--- src/sv/oled_command_and_gddram_decoder_top_assert.svh ---
// Assertion macros for the OLED decoder RTL.
// Expects clk and rst in scope at the point of use.
`ifndef OLED_COMMAND_AND_GDDRAM_DECODER_TOP_ASSERT_SVH
`define OLED_COMMAND_AND_GDDRAM_DECODER_TOP_ASSERT_SVH

// same-cycle implication
`define OCGD_ASSERT_NOW(label, ante, cons, msg) \
  label: assert property (@(posedge clk) disable iff (rst) (ante) |-> (cons)) \
    else $error(msg);

// next-cycle implication
`define OCGD_ASSERT_NEXT(label, ante, cons, msg) \
  label: assert property (@(posedge clk) disable iff (rst) (ante) |=> (cons)) \
    else $error(msg);

`endif

--- src/sv/ocgd_pkg.sv ---
// Shared types, codes and constants for the OLED command / frame store decoder.
// No dependencies.
package ocgd_pkg;

  localparam int COLUMNS_DEF = 128;
  localparam int PAGES_DEF   = 8;
  localparam int RADDR_W     = 10;
  localparam int FULL_FRAME  = 1024;

  // control bytes
  localparam logic [7:0] CTRL_CMD  = 8'h00;
  localparam logic [7:0] CTRL_DATA = 8'h40;

  // command opcodes
  localparam logic [7:0] OP_COL_ADDR  = 8'h21;
  localparam logic [7:0] OP_PAGE_ADDR = 8'h22;
  localparam logic [7:0] OP_HOME      = 8'h7F;
  localparam logic [7:0] OP_DISP_OFF  = 8'hAE;
  localparam logic [7:0] OP_DISP_ON   = 8'hAF;
  localparam logic [7:0] OP_NORMAL    = 8'hA6;
  localparam logic [7:0] OP_INVERT    = 8'hA7;
  localparam logic [7:0] OP_CLK_DIV   = 8'hD5;
  localparam logic [7:0] OP_MUX       = 8'hA8;
  localparam logic [7:0] OP_PUMP      = 8'h8D;
  localparam logic [7:0] OP_CONTRAST  = 8'h81;
  localparam logic [7:0] OP_OFFSET    = 8'hD3;
  localparam logic [7:0] OP_NONE      = 8'h00;
  localparam logic [4:0] OP_PAGE_SEL  = 5'h16;  // 0xB0..0xB7 upper bits
  localparam logic [7:0] PUMP_ON_VAL  = 8'h14;

  typedef struct packed {
    logic                cmd;
    logic                first_of_transfer;
    logic [7:0]          bus_byte;
    logic [RADDR_W-1:0]  read_address;
  } in_beat_t;

  // decoder status after a step
  typedef struct packed {
    logic       frame_ready;
    logic       display_on;
    logic       inverted;
    logic [3:0] clock_divide;
    logic [3:0] oscillator_freq;
    logic [5:0] multiplex;
    logic       pump_enabled;
    logic [5:0] vertical_offset;
    logic [2:0] current_page;
    logic [6:0] current_column;
  } status_t;

  typedef struct packed {
    logic [7:0] read_data;
    logic       frame_ready;
    logic       display_on;
    logic       inverted;
    logic [3:0] clock_divide;
    logic [3:0] oscillator_freq;
    logic [5:0] multiplex;
    logic       pump_enabled;
    logic [5:0] vertical_offset;
    logic [2:0] current_page;
    logic [6:0] current_column;
  } out_beat_t;

endpackage

--- src/sv/ocgd_decoder.sv ---
// Bus byte decoder: stream mode, command parameters, pointers, settings.
// Depends on ocgd_pkg; drives the frame store write port.
module ocgd_decoder import ocgd_pkg::*; #(
  parameter int COLUMNS = COLUMNS_DEF,
  parameter int PAGES   = PAGES_DEF,
  parameter int AW      = $clog2(COLUMNS * PAGES)
) (
  input  logic          clk,
  input  logic          rst,
  input  logic          step,
  input  logic          first,
  input  logic [7:0]    bus_byte,
  output status_t       st,
  output logic          we,
  output logic [AW-1:0] waddr,
  output logic [7:0]    wdata
);

  localparam int CW     = $clog2(COLUMNS);
  localparam int PW     = (PAGES > 1) ? $clog2(PAGES) : 1;
  localparam int DCNT_W = $clog2(FULL_FRAME);

  typedef enum logic [1:0] {MODE_AWAIT, MODE_CMD, MODE_DATA} mode_t;

  typedef logic [CW-1:0] col_tab_t [256];
  typedef logic [PW-1:0] pg_tab_t  [256];

  function automatic col_tab_t col_table();
    col_tab_t t;
    for (int i = 0; i < 256; i++) t[i] = CW'(i % COLUMNS);
    return t;
  endfunction

  function automatic pg_tab_t pg_table();
    pg_tab_t t;
    for (int i = 0; i < 256; i++) t[i] = PW'(i % PAGES);
    return t;
  endfunction

  localparam col_tab_t COL_MOD = col_table();
  localparam pg_tab_t  PG_MOD  = pg_table();

  mode_t              mode, mode_next, md;
  logic [7:0]         pcmd, pcmd_next;
  logic [1:0]         pcnt, pcnt_next;
  logic [7:0]         hold, hold_next;
  logic [CW-1:0]      wsc, wsc_next, cp, cp_next;
  logic [PW-1:0]      wsp, wsp_next, pp, pp_next;
  logic [DCNT_W-1:0]  dcnt, dcnt_next;
  logic               on, on_next, inv, inv_next, pump, pump_next;
  logic [3:0]         cdiv, cdiv_next, osc, osc_next;
  logic [5:0]         mux, mux_next, voff, voff_next;
  logic               ready;
  logic [CW:0]        cp_inc;
  logic [PW:0]        pp_inc;
  logic [AW:0]        pos;

  assign pos    = (AW+1)'(pp) * (AW+1)'(COLUMNS) + (AW+1)'(cp);
  assign cp_inc = {1'b0, cp} + 1'b1;
  assign pp_inc = {1'b0, pp} + 1'b1;
  assign waddr  = AW'(pos);
  assign wdata  = bus_byte;

  always_comb begin
    mode_next = mode;  pcmd_next = pcmd;  pcnt_next = pcnt;  hold_next = hold;
    wsc_next  = wsc;   wsp_next  = wsp;   cp_next   = cp;    pp_next   = pp;
    dcnt_next = dcnt;  on_next   = on;    inv_next  = inv;   pump_next = pump;
    cdiv_next = cdiv;  osc_next  = osc;   mux_next  = mux;   voff_next = voff;
    ready     = 1'b0;
    we        = 1'b0;
    md        = mode;
    if (step) begin
      if (first) begin
        pcnt_next = '0;
        pcmd_next = OP_NONE;
        md        = MODE_AWAIT;
      end
      mode_next = md;
      case (md)
        MODE_AWAIT: begin
          if (bus_byte == CTRL_DATA) mode_next = MODE_DATA;
          else if (bus_byte == CTRL_CMD) mode_next = MODE_CMD;
        end
        MODE_CMD: begin
          if (pcnt != 2'd0) begin
            pcnt_next = pcnt - 2'd1;
            case (pcmd)
              OP_COL_ADDR: begin
                if (pcnt == 2'd2) hold_next = bus_byte;
                else begin
                  wsc_next = COL_MOD[hold];
                  cp_next  = COL_MOD[hold];
                end
              end
              OP_PAGE_ADDR: begin
                if (pcnt == 2'd2) hold_next = bus_byte;
                else begin
                  wsp_next = PG_MOD[hold];
                  pp_next  = PG_MOD[hold];
                end
              end
              OP_CLK_DIV: begin
                cdiv_next = bus_byte[3:0];
                osc_next  = bus_byte[7:4];
              end
              OP_MUX:    mux_next  = bus_byte[5:0];
              OP_OFFSET: voff_next = bus_byte[5:0];
              OP_PUMP:   pump_next = (bus_byte == PUMP_ON_VAL);
              default: ;
            endcase
          end else begin
            case (bus_byte)
              CTRL_CMD: ;
              CTRL_DATA: mode_next = MODE_DATA;
              OP_COL_ADDR, OP_PAGE_ADDR: begin
                pcmd_next = bus_byte;
                pcnt_next = 2'd2;
              end
              OP_CLK_DIV, OP_MUX, OP_PUMP, OP_CONTRAST, OP_OFFSET: begin
                pcmd_next = bus_byte;
                pcnt_next = 2'd1;
              end
              OP_HOME: begin
                cp_next = wsc;
                pp_next = wsp;
              end
              OP_DISP_OFF: on_next = 1'b0;
              OP_DISP_ON: begin
                on_next   = 1'b1;
                dcnt_next = '0;
                ready     = 1'b1;
              end
              OP_NORMAL: inv_next = 1'b0;
              OP_INVERT: inv_next = 1'b1;
              default: begin
                if (bus_byte[7:3] == OP_PAGE_SEL) pp_next = PG_MOD[{5'b0, bus_byte[2:0]}];
              end
            endcase
          end
        end
        MODE_DATA: begin
          we = 1'b1;
          if (cp_inc >= (CW+1)'(COLUMNS)) begin
            cp_next = wsc;
            if (pp_inc >= (PW+1)'(PAGES)) pp_next = wsp;
            else pp_next = PW'(pp_inc);
          end else begin
            cp_next = CW'(cp_inc);
          end
          dcnt_next = dcnt + 1'b1;  // wraps at a full frame
          ready     = (dcnt == DCNT_W'(FULL_FRAME - 1));
        end
        default: mode_next = MODE_AWAIT;
      endcase
    end
  end

  always_comb begin
    st.frame_ready     = ready;
    st.display_on      = on_next;
    st.inverted        = inv_next;
    st.clock_divide    = cdiv_next;
    st.oscillator_freq = osc_next;
    st.multiplex       = mux_next;
    st.pump_enabled    = pump_next;
    st.vertical_offset = voff_next;
    st.current_page    = 3'(pp_next);
    st.current_column  = 7'(cp_next);
  end

  always_ff @(posedge clk) begin
    if (rst) begin
      mode <= MODE_AWAIT;  pcmd <= OP_NONE;  pcnt <= '0;  hold <= '0;
      wsc  <= '0;  wsp  <= '0;  cp   <= '0;  pp   <= '0;  dcnt <= '0;
      on   <= 1'b1;  inv <= 1'b0;  pump <= 1'b0;
      cdiv <= '0;  osc  <= '0;  mux  <= '0;  voff <= '0;
    end else begin
      mode <= mode_next;  pcmd <= pcmd_next;  pcnt <= pcnt_next;  hold <= hold_next;
      wsc  <= wsc_next;   wsp  <= wsp_next;   cp   <= cp_next;    pp   <= pp_next;
      dcnt <= dcnt_next;  on   <= on_next;    inv  <= inv_next;   pump <= pump_next;
      cdiv <= cdiv_next;  osc  <= osc_next;   mux  <= mux_next;   voff <= voff_next;
    end
  end

endmodule

--- config.mk ---
export PLATFORM = sky130hd
export DESIGN_NAME = ocgd_decoder
export DESIGN_NICKNAME = d
export VERILOG_FILES = /design/src/sv/oled_command_and_gddram_decoder_top_assert.svh /design/src/sv/ocgd_pkg.sv /design/src/sv/ocgd_decoder.sv
export SDC_FILE = /design/constraint.sdc
export NUM_CORES = 1
export LEC_CHECK = 0
export ABC_AREA = 1
export BUFFER_PORTS_ARGS = -buffer_cell sky130_fd_sc_hd__clkbuf_2
export CORE_MARGIN = 4
export CORE_UTILIZATION = 62
export CTS_CLUSTER_DIAMETER = 50
export DETAILED_ROUTE_END_ITERATION = 10
export GPL_ROUTABILITY_DRIVEN = 0
export PLACE_DENSITY = 0.95
export SYNTH_ARGS = -nofsm -noshare
export SYNTH_HDL_FRONTEND = slang
export SYNTH_SLANG_ARGS = --single-unit
export TNS_END_PERCENT = 5
--- constraint.sdc ---
create_clock -name clk -period 5.4 [get_ports clk]
set_input_delay 0.27 -clock clk [delete_from_list [all_inputs] [get_ports clk]]
set_output_delay 0.27 -clock clk [all_outputs]
set_load 0.005 [all_outputs]
==> reports/results.txt <==
Post-cts sizing count: 0
Slew @ Worst Pin: 759 ps
Most common cell after layout, fill and taps aside: nand2_1
Startpoint class of the critical path: register
Yosys reg bits: 72
Final Cell Area: 4880 um2
Hold Fails Final Rpt: 0
Yosys Warn Count: 0
Pwr/cell area: 228 nW/um2
FF+latch area: 1440 um2
Die Wd: 92.2 um
Fin crit share: 0.663
Max-slew violation count: 0
NetSw: 266 uW
# hold bufs at CTS: 0
Clk_skew: 10.0 ps
Count of cell types in the netlist: 40
Syn Area/Cell: 6.37 um2
Setup TNS: 0 ps
Worst Hold Path EP: pcmd[3]
Critical path class: reg -> out
Crit path DAT: 3310 ps
Biggest area consumer among synthesized cells: dfxtp_1
Worst rel slew slack: 0.492
Die Y: 92.2 um
Final nets: 749
Crit end category: output pin
Gate power share: 0.064
CTS sink cnt: 72
RR Endpoint: cdiv[2]
CP max FO: 16
DP Area: 4640 um2
FF-to-FF setup slack: 2450 ps
CTS Buffer Depth: 2
Pleak: 0.00243 uW
Starting Density: 0.643
Worst skew pair latency: 350 ps
Final min period: 3580 ps
Syn nets: 709
Drt pass-1 iters: 7
Int Power: 849 uW
Sequential Power Share: 0.482
Clock buffer count from CTS: 9
Vias per inst: 5.83
H-tree depth: 3
Drt drc: 0
Leading cell types in the layout, fill and taps excluded: 139 x nand2_1, 108 x inv_1, 82 x nor2_1
Vias in the first global route: 4,258
Yosys top cell area share: 0.328
Largest net degree at the start of global routing: 42
Antenna violations before repair: 0
DR WL/cell: 14.7 um
Worst reg2reg path startpoint: mode[0]
Gr usage total: 0.286
Worst reg-to-reg path cell count: 10
Share of layout cells above drive strength 1: 0.140
Placed Cells: 815
Hold Path Stages: 3
TritonCTS clock tree: done
Seq/Total Area, Yosys: 0.328
RSZ-0062 raised after global routing: false
HP Start: bus_byte[3]
Switching share of power: 0.238
Overflow after GRT: 0
Top cells by area, synth: dfxtp_1 33%, nand2_1 12%, inv_1 9.2%
Ant diodes: 0
Maximum clock frequency: 279 MHz
Antenna viol nets, final: 0
# rows: 30
First-pass GRT wire length: 19,900 um
Port Buf Inserts: 64
Final Non-Filler Cells: 831
Clock transition at path regs: 80 ps
Max cap viols: 0
Post-synthesis cell count: 690
Total wire length: 12,200 um
Boundary Pins: 65
Worst Hold Class: in -> reg
Peak supply drop: 0.152 mV
CTS root buf: clkbuf_8
Clock share of power: 0.455
Multi-input gate area: 2330 um2
Final setup viols: 0
Initial drt markers: 712
Critical Path RT: 5130 ps
Routed vias: 4,844
Core region area: 6830 um2
Fillcell total: 570
Detailed placement HPWL: 8400 um
Die area: 8500 um2
Cell Area, Synth: 4390 um2
Synth-to-layout area growth: 11.1%
Setup bufs post-CTS: 0
Run status: finished, final reports clean
-- sequential cells by signal, summed over array words and instances (netlist names) --
register / count
pump: 1
wsp: 3
osc: 4
cdiv: 4
mux: 6
on: 1
voff: 6
pp: 3
mode: 2
wsc: 7
inv: 1
pcmd: 8
pcnt: 2
cp: 7
dcnt: 10
hold: 7
-- stage by stage --
step / power, uW / hold slack [ps] / worst slack, ps / util
finish: 1110 / 310 / 1820 / 0.715
global route: 1150 / 337 / 1510 / 0.715
CTS: 1120 / 301 / 1900 / 0.715
detailed placement: 616 / 471 / 2090 / 0.679
global placement: 614 / 463 / 2310 / 0.679
floorplan: 597 / 437 / 3190 / -
-- layout make-up --
class | count | area share
timing repair buffer | 65 | 0.0671
sequential | 72 | 0.295
clock buffer | 12 | 0.0338
tap | 96 | 0.0246
multi-input combinational | 469 | 0.477
clock inverter | 4 | 0.0154
inverter | 113 | 0.0869
-- power by group through the flow --
stage                     combinational, uW  sequential [uW]  clock [uW]
after detailed placement               66.9              549           0
after global routing                   76.5              537         533
after floorplan                        49.3              548           0
final                                  70.8              537         507
after global placement                 64.8              549           0
after CTS                              68.0              537         511
-- kinds of logic after synthesis --
| kind of cell | count (synthesis) | synth area share |
|---|---|---|
| xor gates and xnor gates | 9 | 0.0179 |
| AOI/OAI and AO/OA | 147 | 0.188 |
| muxes | 1 | 0.00228 |
| adders and majority gates | 7 | 0.0199 |
| and+or+nand+nor | 305 | 0.302 |
| buffers and inverters | 149 | 0.142 |
| DFF | 72 | 0.328 |
-- worst max path at each step --
| stage | from | end | slack (ps) | depth (start not counted) |
|---|---|---|---|---|
| 2_1_floorplan | first | st[23] | 3190 | 12 |
| 4_1_cts | mode[0] | st[29] | 1900 | 11 |
| 3_3_place_gp | first | st[25] | 2310 | 12 |
| 3_5_place_dp | first | st[29] | 2090 | 12 |
| 5_1_grt | mode[0] | st[29] | 1510 | 11 |
| 6_report | mode[0] | st[29] | 1820 | 11 |
-- critical path, cell delays in order, from the launching register on --
cell      delay [ps]
dfxtp_1          350
nand2_1          120
inv_1            150
ha_1             520
inv_1            190
nor2_2           220
inv_1            100
nor2_1           160
nand4_1          470
o21ai_0          450
inv_1             90
clkbuf_2         120
-- synth_stat cells --
library cell / n
nor3_4: 1
buf_2: 4
ha_1: 7
o32ai_1: 1
clkbuf_1: 16
nor2_1: 82
xnor2_1: 1
or2_1: 1
or2_2: 6
buf_4: 16
a211oi_1: 8
nor2_2: 2
nand3_2: 3
nor4_1: 2
clkinv_1: 2
nor3_2: 2
nand2_4: 1
dfxtp_1: 72
nand2_1: 139
mux2i_1: 1
nand4_1: 8
o41ai_1: 1
o221ai_1: 1
o21ai_4: 1
and3_1: 2
o31ai_1: 1
o211ai_1: 10
inv_1: 108
inv_2: 3
a211oi_2: 1
nor3_1: 9
nand3b_1: 1
a31oi_1: 6
nor2_4: 1
nand3_1: 45
o21ai_2: 1
xor2_1: 8
o21ai_0: 60
o21ai_1: 3
a21oi_1: 53
-- layer usage --
layer | part of all wire | track usage
met5 | 0 | 0
met4 | 0.034 | 0.130
met3 | 0.11 | 0.0599
met2 | 0.46 | 0.464
met1 | 0.39 | 0.366
Note: power is estimated with default switching activity, not from simulation.
